**src/hw/rtl/nsfc_pkg.sv**
```systemverilog
// Package for the NMEA sentence framer/checker.
// Holds the queue item and result types, character codes and digit decode.
// No dependencies.
package nsfc_pkg;

    localparam logic [7:0] CH_DOLLAR = 8'h24;
    localparam logic [7:0] CH_CR     = 8'h0D;
    localparam logic [7:0] CH_COMMA  = 8'h2C;
    localparam logic [7:0] CH_STAR   = 8'h2A;
    localparam logic [7:0] CH_ZERO   = 8'h30;
    localparam logic [7:0] CH_LOW_A  = 8'h61;
    localparam logic [7:0] CH_UP_A   = 8'h41;

    localparam int unsigned TYPE_WINDOW = 6;
    localparam int unsigned NUM_TYPES   = 4;

    localparam logic [23:0] TYPE_NAMES [NUM_TYPES] = '{
        24'h524D43,   // RMC
        24'h475341,   // GSA
        24'h474741,   // GGA
        24'h475356    // GSV
    };

    localparam logic [2:0] TYPE_OTHER = 3'd0;
    localparam logic [2:0] TYPE_RMC   = 3'd1;
    localparam logic [2:0] TYPE_GSA   = 3'd2;
    localparam logic [2:0] TYPE_GGA   = 3'd3;
    localparam logic [2:0] TYPE_GSV   = 3'd4;

    localparam logic [1:0] STATUS_OK       = 2'd0;
    localparam logic [1:0] STATUS_BAD_SUM  = 2'd1;
    localparam logic [1:0] STATUS_LIMIT    = 2'd2;

    localparam logic [8:0]  HEX_CLAMP = 9'd511;

    typedef struct packed {
        logic [7:0] rx_byte;
        logic       chunk_end;
        logic       is_dollar;
        logic       is_cr;
        logic       is_sep;
        logic       is_star;
        logic [5:0] digit;
    } t_item;

    typedef struct packed {
        logic [1:0] status;
        logic [2:0] sentence_type;
        logic [5:0] field_count;
        logic [7:0] computed_checksum;
        logic [7:0] received_checksum;
        logic       forward;
    } t_result;

    function automatic logic [5:0] f_digit(input logic [7:0] c);
        logic [7:0] d;
        d = 8'd0;
        if (c inside {[8'h30:8'h39]}) begin
            d = c - CH_ZERO;
        end else if (c inside {[8'h61:8'h7A]}) begin
            d = c - CH_LOW_A + 8'd10;
        end else if (c inside {[8'h41:8'h5A]}) begin
            d = c - CH_UP_A + 8'd10;
        end
        return d[5:0];
    endfunction

endpackage

```
**src/hw/rtl/nsfc_back.sv**
```systemverilog
// Back end of the NMEA framer: sentence state, checksum, type match, result register.
// Depends on nsfc_pkg; pops items from nsfc_queue.
module nsfc_back #(
    parameter int unsigned MAX_LINE_BYTES  = 99,
    parameter int unsigned MAX_FIELDS      = 32,
    parameter int unsigned MAX_FIELD_BYTES = 32
) (
    input  logic              i_clk,
    input  logic              i_rst_n,
    input  logic              i_q_valid,
    input  nsfc_pkg::t_item   i_item,
    output logic              o_pop,
    input  logic              i_cfg_we,
    input  logic              i_cfg_forward_all_types,
    input  logic              i_out_stall,
    output logic              o_out_valid,
    output nsfc_pkg::t_result o_result
);
    import nsfc_pkg::*;

    localparam int unsigned LW = $clog2(MAX_LINE_BYTES + 1);
    localparam int unsigned FW = $clog2(MAX_FIELD_BYTES + 1);
    localparam logic [LW-1:0] LINE_LIM  = LW'(MAX_LINE_BYTES);
    localparam logic [FW-1:0] FIELD_LIM = FW'(MAX_FIELD_BYTES);
    localparam logic [5:0]    SEP_LIM   = 6'(MAX_FIELDS);
    localparam logic [LW-1:0] WIN_LIM   = LW'(TYPE_WINDOW);

    logic          r_fwd_all;
    logic          r_in_sentence;
    logic [LW-1:0] r_line_length;
    logic [5:0]    r_sep_count;
    logic [FW-1:0] r_field_length;
    logic [7:0]    r_xor;
    logic          r_star_seen;
    logic [8:0]    r_hex_acc;
    logic [23:0]   r_last3;
    logic [3:0]    r_type_flags;
    logic          r_limit;
    logic          r_out_valid;
    t_result       r_result;

    logic          n_in_sentence;
    logic [LW-1:0] n_line_length;
    logic [5:0]    n_sep_count;
    logic [FW-1:0] n_field_length;
    logic [7:0]    n_xor;
    logic          n_star_seen;
    logic [8:0]    n_hex_acc;
    logic [23:0]   n_last3;
    logic [3:0]    n_type_flags;
    logic          n_limit;
    t_result       n_result;

    logic          cur_in;
    logic [LW-1:0] cur_line;
    logic [5:0]    cur_sep;
    logic [FW-1:0] cur_field;
    logic [7:0]    cur_xor;
    logic          cur_star;
    logic [8:0]    cur_acc;
    logic [23:0]   cur_last3;
    logic [3:0]    cur_flags;
    logic          cur_limit;
    logic          take;
    logic          emit;
    logic [13:0]   acc_wide;
    logic [5:0]    sep_inc;
    logic [FW-1:0] field_inc;
    logic [LW-1:0] line_inc;
    logic [2:0]    stype;
    logic [1:0]    status;

    assign o_pop = i_q_valid & (~r_out_valid | ~i_out_stall);

    always_comb begin
        if (i_item.is_dollar) begin
            cur_in    = 1'b1;
            cur_line  = '0;
            cur_sep   = '0;
            cur_field = '0;
            cur_xor   = '0;
            cur_star  = 1'b0;
            cur_acc   = '0;
            cur_last3 = '0;
            cur_flags = '0;
            cur_limit = 1'b0;
        end else begin
            cur_in    = r_in_sentence;
            cur_line  = r_line_length;
            cur_sep   = r_sep_count;
            cur_field = r_field_length;
            cur_xor   = r_xor;
            cur_star  = r_star_seen;
            cur_acc   = r_hex_acc;
            cur_last3 = r_last3;
            cur_flags = r_type_flags;
            cur_limit = r_limit;
        end
        take = o_pop & cur_in & ~i_item.is_cr;
        emit = o_pop & cur_in & i_item.is_cr;
    end

    // per-byte sentence update
    always_comb begin
        n_last3      = cur_last3;
        n_type_flags = cur_flags;
        n_hex_acc    = cur_acc;
        n_star_seen  = cur_star;
        n_xor        = cur_xor;
        n_sep_count  = cur_sep;
        n_field_length = cur_field;
        n_limit      = cur_limit;
        n_line_length  = cur_line;
        acc_wide     = {1'b0, cur_acc, 4'b0} + {8'd0, i_item.digit};
        sep_inc      = (cur_sep < SEP_LIM) ? cur_sep + 6'd1 : cur_sep;
        field_inc    = (cur_field < FIELD_LIM) ? cur_field + FW'(1) : cur_field;
        line_inc     = cur_line + LW'(1);

        if (take) begin
            if (cur_sep == 6'd0 && !i_item.is_sep && cur_line < WIN_LIM) begin
                n_last3 = {cur_last3[15:0], i_item.rx_byte};
                if (cur_line >= LW'(2)) begin
                    for (int k = 0; k < NUM_TYPES; k++) begin
                        if (n_last3 == TYPE_NAMES[k]) begin
                            n_type_flags[k] = 1'b1;
                        end
                    end
                end
            end
            if (cur_star) begin
                n_hex_acc = (acc_wide > {5'd0, HEX_CLAMP}) ? HEX_CLAMP : acc_wide[8:0];
            end else if (i_item.is_star) begin
                n_star_seen = 1'b1;
            end else if (cur_line != '0) begin
                n_xor = cur_xor ^ i_item.rx_byte;
            end
            if (i_item.is_sep) begin
                n_field_length = '0;
                n_sep_count    = sep_inc;
                if (sep_inc >= SEP_LIM) begin
                    n_limit = 1'b1;
                end
            end else begin
                n_field_length = field_inc;
                if (field_inc >= FIELD_LIM) begin
                    n_limit = 1'b1;
                end
            end
            n_line_length = line_inc;
        end

        if (!o_pop) begin
            n_in_sentence = r_in_sentence;
        end else if (i_item.chunk_end || !cur_in || i_item.is_cr) begin
            n_in_sentence = 1'b0;
        end else begin
            n_in_sentence = (line_inc < LINE_LIM);
        end
    end

    // result at carriage return
    always_comb begin
        if (cur_flags[0]) begin
            stype = TYPE_RMC;
        end else if (cur_flags[1]) begin
            stype = TYPE_GSA;
        end else if (cur_flags[2]) begin
            stype = TYPE_GGA;
        end else if (cur_flags[3]) begin
            stype = TYPE_GSV;
        end else begin
            stype = TYPE_OTHER;
        end
        if (cur_limit) begin
            status = STATUS_LIMIT;
        end else if (!cur_star || cur_acc != {1'b0, cur_xor}) begin
            status = STATUS_BAD_SUM;
        end else begin
            status = STATUS_OK;
        end
        n_result.status            = status;
        n_result.sentence_type     = stype;
        n_result.field_count       = cur_sep;
        n_result.computed_checksum = cur_xor;
        n_result.received_checksum = cur_acc[8] ? 8'hFF : cur_acc[7:0];
        n_result.forward           = (status == STATUS_OK) &&
            (stype == TYPE_RMC || stype == TYPE_GSA || stype == TYPE_GGA || r_fwd_all);
    end

    always_ff @(posedge i_clk) begin
        if (!i_rst_n) begin
            r_fwd_all      <= 1'b0;
            r_in_sentence  <= 1'b0;
            r_out_valid    <= 1'b0;
            r_line_length  <= '0;
            r_sep_count    <= '0;
            r_field_length <= '0;
            r_xor          <= '0;
            r_star_seen    <= 1'b0;
            r_hex_acc      <= '0;
            r_last3        <= '0;
            r_type_flags   <= '0;
            r_limit        <= 1'b0;
        end else begin
            if (i_cfg_we) begin
                r_fwd_all <= i_cfg_forward_all_types;
            end
            r_in_sentence <= n_in_sentence;
            if (o_pop) begin
                r_line_length  <= n_line_length;
                r_sep_count    <= n_sep_count;
                r_field_length <= n_field_length;
                r_xor          <= n_xor;
                r_star_seen    <= n_star_seen;
                r_hex_acc      <= n_hex_acc;
                r_last3        <= n_last3;
                r_type_flags   <= n_type_flags;
                r_limit        <= n_limit;
            end
            if (emit) begin
                r_out_valid <= 1'b1;
            end else if (!i_out_stall) begin
                r_out_valid <= 1'b0;
            end
        end
    end

    always_ff @(posedge i_clk) begin
        if (emit) begin
            r_result <= n_result;
        end
    end

    assign o_out_valid = r_out_valid;
    assign o_result    = r_result;

`ifndef ASSERT_OFF
    a_line_bound: assert property (@(posedge i_clk) disable iff (!i_rst_n)
        r_in_sentence |-> (r_line_length < LINE_LIM)) else $error("line length overrun");
    a_sep_bound: assert property (@(posedge i_clk) disable iff (!i_rst_n)
        r_sep_count <= SEP_LIM) else $error("separator count overrun");
    a_ok_match: assert property (@(posedge i_clk) disable iff (!i_rst_n)
        (r_out_valid && r_result.status == STATUS_OK) |->
        (r_result.received_checksum == r_result.computed_checksum))
        else $error("ok status with checksum mismatch");
    a_fwd_ok: assert property (@(posedge i_clk) disable iff (!i_rst_n)
        (r_out_valid && r_result.forward) |-> (r_result.status == STATUS_OK))
        else $error("forward set on bad sentence");
    a_no_emit_stalled: assert property (@(posedge i_clk) disable iff (!i_rst_n)
        (r_out_valid && i_out_stall) |-> !emit) else $error("result overwritten");
`endif

endmodule

```
**config.mk**
```make
export PLATFORM = sky130hd
export DESIGN_NAME = nsfc_back
export DESIGN_NICKNAME = d
export VERILOG_FILES = /design/src/hw/rtl/nsfc_pkg.sv /design/src/hw/rtl/nsfc_back.sv
export SDC_FILE = /design/constraint.sdc
export NUM_CORES = 1
export LEC_CHECK = 0
export BUFFER_PORTS_ARGS = -buffer_cell sky130_fd_sc_hd__clkbuf_2
export CAP_MARGIN = 20
export CORE_UTILIZATION = 50
export CTS_CLUSTER_SIZE = 28
export DETAILED_ROUTE_END_ITERATION = 8
export PLACE_DENSITY_LB_ADDON = 0.25
export SLEW_MARGIN = 15
export SYNTH_ARGS = -nofsm -noshare
export SYNTH_HDL_FRONTEND = slang
export SYNTH_SLANG_ARGS = --single-unit
```
**constraint.sdc**
```tcl
create_clock -name i_clk -period 6.25 [get_ports i_clk]
set_input_delay 1.25 -clock i_clk [delete_from_list [all_inputs] [get_ports i_clk]]
set_output_delay 1.25 -clock i_clk [all_outputs]
set_load 0.03 [all_outputs]
```
-- Word level (Yosys, flattened, before mapping)
Cells that the tools add are included.
- $add $sub $neg: 4
- order comparisons: 8
- eq/ne operators: 9
- mux-type cells: 49
- bitwise logic cells: 9
- reductions and logical operators: 15
- operator list (kind ; number):
    $eq 24x23->1 const B ; 4
    $mux 24 ; 3
    $mux 6 ; 8
    $mux 8 ; 5
    $mux 9 ; 4
    $mux 1 ; 18
    $mux 4 ; 4
    $add 13x6->14 ; 1
    $gt 14x9->1 const B ; 1
    $mux 7 ; 2
    $add 6x1->6 const B ; 2
    $ge 6x6->1 const B ; 2
    $lt 6x6->1 const B ; 2
    $mux 3 ; 4
    $ne 9x8->1 ; 1
    $xor 8x8->8 ; 1
    $add 7x1->7 const B ; 1
    $ge 7x2->1 const B ; 1
    $lt 7x3->1 const B ; 1
    $lt 7x7->1 const B ; 1
    $reduce_bool 7->1 ; 1
    $eq 3x2->1 const B ; 2
    $logic_not 6->1 ; 1
    $logic_or 1x1->1 ; 6
    9 further kinds ; 18
- register bits: 97
- bits of input ports: 25
- logic and storage cells: 112

-- Depth between registers and ports, before layout
- depth after elaboration: 10
- depth in mapped cells: 12

-- Worst setup path after synthesis
Ideal clock, no wire load.
- kind: in2reg
- from: input port i_item[9] (netlist bit)
- to: register r_hex_acc[4]
- setup time: 0.125 ns
- data arrival time: 3.482 ns
- data required time: 6.125 ns
- setup slack: 2.643 ns
- cell stages on the path: 12
- path buffers: 5
- path through: buf_4 > buf_2 > buf_2 > buf_2 > nor2b_1 > ha_1 > fa_1 > and4bb_2 > o211ai_2 > buf_2 > nor4_1 > o31ai_1
- word-level cells in the longest chain between the ends: 6
- ends and longest elaborated chain (item ; line ; text):
    start: declaration ; nsfc_back.sv:11 ; input nsfc_pkg::t_item i_item,
    $mux 9 * ; nsfc_back.sv:76 ; if (i_item.is_dollar) begin
    net cur_acc[0] ; nsfc_back.sv:60 ; logic [8:0] cur_acc;
    $add 13x6->14 * ; nsfc_back.sv:114 ; acc_wide = {1'b0, cur_acc, 4'b0} + {8'd0, i_item.digit};
    $gt 14x9->1 ; nsfc_back.sv:131 ; n_hex_acc = (acc_wide > {5'd0, HEX_CLAMP}) ? HEX_CLAMP : acc_wide[8:0];
    $mux 9 * ; nsfc_back.sv:131 ;
    $mux 9 * ; nsfc_back.sv:130 ; if (cur_star) begin
    $mux 9 * ; nsfc_back.sv:119 ; if (take) begin
    end signal: assignment ; nsfc_back.sv:215 ; r_hex_acc <= n_hex_acc;
    end: declaration ; nsfc_back.sv:35 ; logic [8:0] r_hex_acc;
Mark *: on every way through the listed nets, which the timed path passes. The rest lies on a longest branch.
A chain may end at the register's enable or synchronous reset.

-- Final worst setup path
- from: input port i_q_valid
- to: output port o_pop
- word-level cells in the longest chain between the ends: 1
- ends and longest elaborated chain (item ; line ; text):
    start: declaration ; nsfc_back.sv:10 ; input logic i_q_valid,
    $and 1x1->1 ; nsfc_back.sv:73 ; assign o_pop = i_q_valid & (~r_out_valid | ~i_out_stall);
    end: declaration ; nsfc_back.sv:12 ; output logic o_pop,
Every way passes these cells.

==> flow_metrics.env <==
export IMPL_status="finished clean"
export IMPL_synth_cell_types=66
export IMPL_power_density_mw_per_mm2=220
export IMPL_end_kind="output pin"
export IMPL_synthesis_area_mm2=0.00448
export IMPL_critPathTopFamily="buffers and inverters"
export IMPL_die_w_um=96.6
export IMPL_routedWlPerCell_um=16.3
export IMPL_hold_viol_final=0
export IMPL_htreeDepth=3
export IMPL_synth_area_top_cells="dfxtp_1 (27%), edfxtp_1 (19%), nand2_1 (4.2%), nor2_1 (4.1%), a21oi_1 (3.4%)"
export IMPL_skew_ns=0.00549
export IMPL_cts_max_path_buffers=2
export IMPL_synth_adder_area_share=0.0240
export IMPL_synth_edf_count=28
export IMPL_drt_iter0_drc=246
export IMPL_gp_congestion=0.900
export IMPL_portBuffers=54
export IMPL_ctsResizeCount=0
export IMPL_detail_route_antenna_nets=0
export IMPL_synth_top_family_by_area="simple AND/OR/NAND/NOR gates"
export IMPL_row_count=34
export IMPL_synthMuxAreaShare=0.00447
export IMPL_met1_usage=0.313
export IMPL_netlist_area_leader_share=0.273
export IMPL_drc=0
export IMPL_min_period_over_period=0.585
export IMPL_worst_endpoint_required_ns=5.00
export IMPL_reg2reg_slack_ns=3.78
export IMPL_cts_sinks=89
export IMPL_critPathArrivalTime_ns=2.40
export IMPL_endpoint="o_pop"
export IMPL_dp_slack_ns=2.55
export IMPL_min_path_cells=2
export IMPL_placed_area_mm2=0.00477
export IMPL_vias=3735
export IMPL_antenna_found_initial=0
export IMPL_holdWs_ns=0.477
export IMPL_relSlewSlack=0.462
export IMPL_grt_pass1_vias=3525
export IMPL_worstSetupPathType="in -> out"
export IMPL_final_cell_mix="dfxtp_1 (61), clkbuf_2 (54), nand2_1 (50)"
export IMPL_critPathMaxFanout=22
export IMPL_crit_chain="clkbuf_2, a21bo_2, inv_2, clkbuf_2"
export IMPL_firstDrtPassIters=5
export IMPL_insertion_delay_ns=0.37
export IMPL_start_util=0.516
export IMPL_use_met2=0.365
export IMPL_avgSynthCellArea_um2=9.44
export IMPL_fmax_mhz=274
export IMPL_grtUsageMet3=0.0412
export IMPL_synth_cells=474
export IMPL_grt_total_usage=0.229
export IMPL_cts_made_buffers=9
export IMPL_dp_hpwl_mm=7.12
export IMPL_drive_above_1_share=0.183
export IMPL_synth_ff_type="dfxtp_1"
export IMPL_synthToLayoutAreaGrowth_pct=10.9
export IMPL_crit_path_start_kind="input port"
export IMPL_crit_start="i_q_valid"
export IMPL_synth_area_leader_cell="dfxtp_1"
export IMPL_reg2reg_from="r_hex_acc[0]"
export IMPL_min_period_ns=3.65
export IMPL_layout_commonest_cell="dfxtp_1"
export IMPL_synth_compound_area_frac=0.189
export IMPL_worstRegToRegCells=7
export IMPL_cts_setup_buffers=0
export IMPL_cts_tree="yes"
export IMPL_holdCritPathClass="reg -> reg"
export IMPL_cpMostUsedCell="clkbuf_2"
export IMPL_path_clk_slew_ns=0.09
export IMPL_design_area_mm2=0.00496
export IMPL_fin_ws_ns=2.60
export IMPL_wirelength_mm=10.2
export IMPL_cp_num_cells=4
export IMPL_ios=55
export IMPL_synth_xor_area_share=0.0352
export IMPL_viasPerCell=5.96
export IMPL_ys_ff_latch=89
export IMPL_fin_nets=547
export IMPL_core_mm2=0.00868
export IMPL_worst_pin_slew_ns=0.805
export IMPL_synthSimpleGateAreaFrac=0.247
export IMPL_grt_busiest_layer="met2"
export IMPL_ys_async_sr_fraction=0
export IMPL_antenna_cells=0
export IMPL_tns_ns=0
export IMPL_cts_root_buf="clkbuf_8"
export IMPL_yosysWarnings=0
export IMPL_crit_slowest_cell="a21bo_2"
export IMPL_grt_max_degree=43
export IMPL_drv_cap=0
export IMPL_setup_viol=0
export IMPL_dieHeight_um=96.6
export IMPL_irDropWorstVdd_v=0.0000930
export IMPL_p_leak_nw=1.87
export IMPL_synth_fp_nets=507
export IMPL_dieArea_mm2=0.00934
export IMPL_ys_seq_area_frac=0.461
export IMPL_rsz0062_at_grt="no"
export IMPL_r2r_end="r_hex_acc[2]"
export IMPL_grt_pass1_wl_mm=17.4
export IMPL_critical_path_buf_inv_count=3
export IMPL_postCtsHoldBufs=0
export IMPL_overflow=0
export IMPL_maxSlewViolCount=0
export IMPL_slowest_delay_ns=0.52
[per-stage QoR]
stage	utilization	total power [mW]	std cells
2_1_floorplan	-	0.678	474
4_1_cts	0.572	1.10	627
6_report	0.572	1.09	627
5_1_grt	0.572	1.13	627
3_3_place_gp	0.549	0.705	611
3_5_place_dp	0.549	0.706	611
[worst min path at each step]
| stage | from | slack (ns) | to |
|---|---|---|---|
| 6_report | r_type_flags[3] | 0.48 | r_type_flags[3] |
| 5_1_grt | r_last3[14] | 0.51 | r_last3[14] |
| 4_1_cts | r_last3[9] | 0.48 | r_last3[9] |
| 3_5_place_dp | r_last3[9] | 0.45 | r_last3[9] |
| 3_3_place_gp | r_last3[9] | 0.45 | r_last3[9] |
| 2_1_floorplan | r_field_length[1] | 0.43 | r_field_length[1] |
[report_power, final]
| group | leakage (nW) | switching (mW) | total [mW] | internal, mW |
|---|---|---|---|---|
| clock network | 0.100 | 0.224 | 0.397 | 0.173 |
| registers | 0.766 | 0.00526 | 0.607 | 0.601 |
| logic | 1.01 | 0.0636 | 0.0874 | 0.0238 |
[cells by family after synthesis]
logic type | after synthesis
xor+xnor | 18
buf+inv | 39
compound gates | 119
flops | 89
mux | 2
simple gates | 199
fa+ha+maj | 8
[layout make-up]
type	count	area [um^2]
Clock inverter	6	47.5
Multi-Input combinational cell	346	2240
Timing Repair Buffer	57	293
Clock buffer	10	149
Inverter	11	41.3
Fill cell	784	3710
Sequential cell	89	2060
Tap cell	108	135
[routing by layer]
metal,vias up,wire [um]
met2,114,4840
li1,1806,-
met5,-,0
met3,20,511
met1,1795,4690
met4,0,177
[worst register-to-register path, cell delays in order, from the launching register on]
cell and delay [ns]:
dfxtp_1 0.37, nor2b_1 0.15, ha_1 0.22, fa_1 0.45
and4bb_2 0.33, o211ai_2 0.25, o311ai_0 0.45, o211ai_1 0.13
[synthesized netlist by cell type, drive strengths merged, types with 5 or more instances]
cell / n
buf: 16
ha: 7
o31ai: 5
o21ai: 16
dfxtp: 61
a22o: 16
o211ai: 6
nor2: 50
edfxtp: 28
nand2: 52
a31oi: 7
o21a: 10
nand4: 7
nand3: 15
nor2b: 22
and3: 11
clkbuf: 12
xor2: 7
a21oi: 30
xnor2: 11
nor4: 9
o2111ai: 5
inv: 9
[state kept, by name, indices dropped and copies added, names as in the netlist]
| register | cells |
|---|---|
| r_type_flags | 4 |
| o_out_valid | 1 |
| r_hex_acc | 9 |
| o_result | 28 |
| r_fwd_all | 1 |
| r_limit | 1 |
| r_xor | 8 |
| r_star_seen | 1 |
| r_sep_count | 6 |
| r_line_length | 7 |
| r_last3 | 16 |
| r_in_sentence | 1 |
| r_field_length | 6 |
Power figures use the tool's default switching activity.
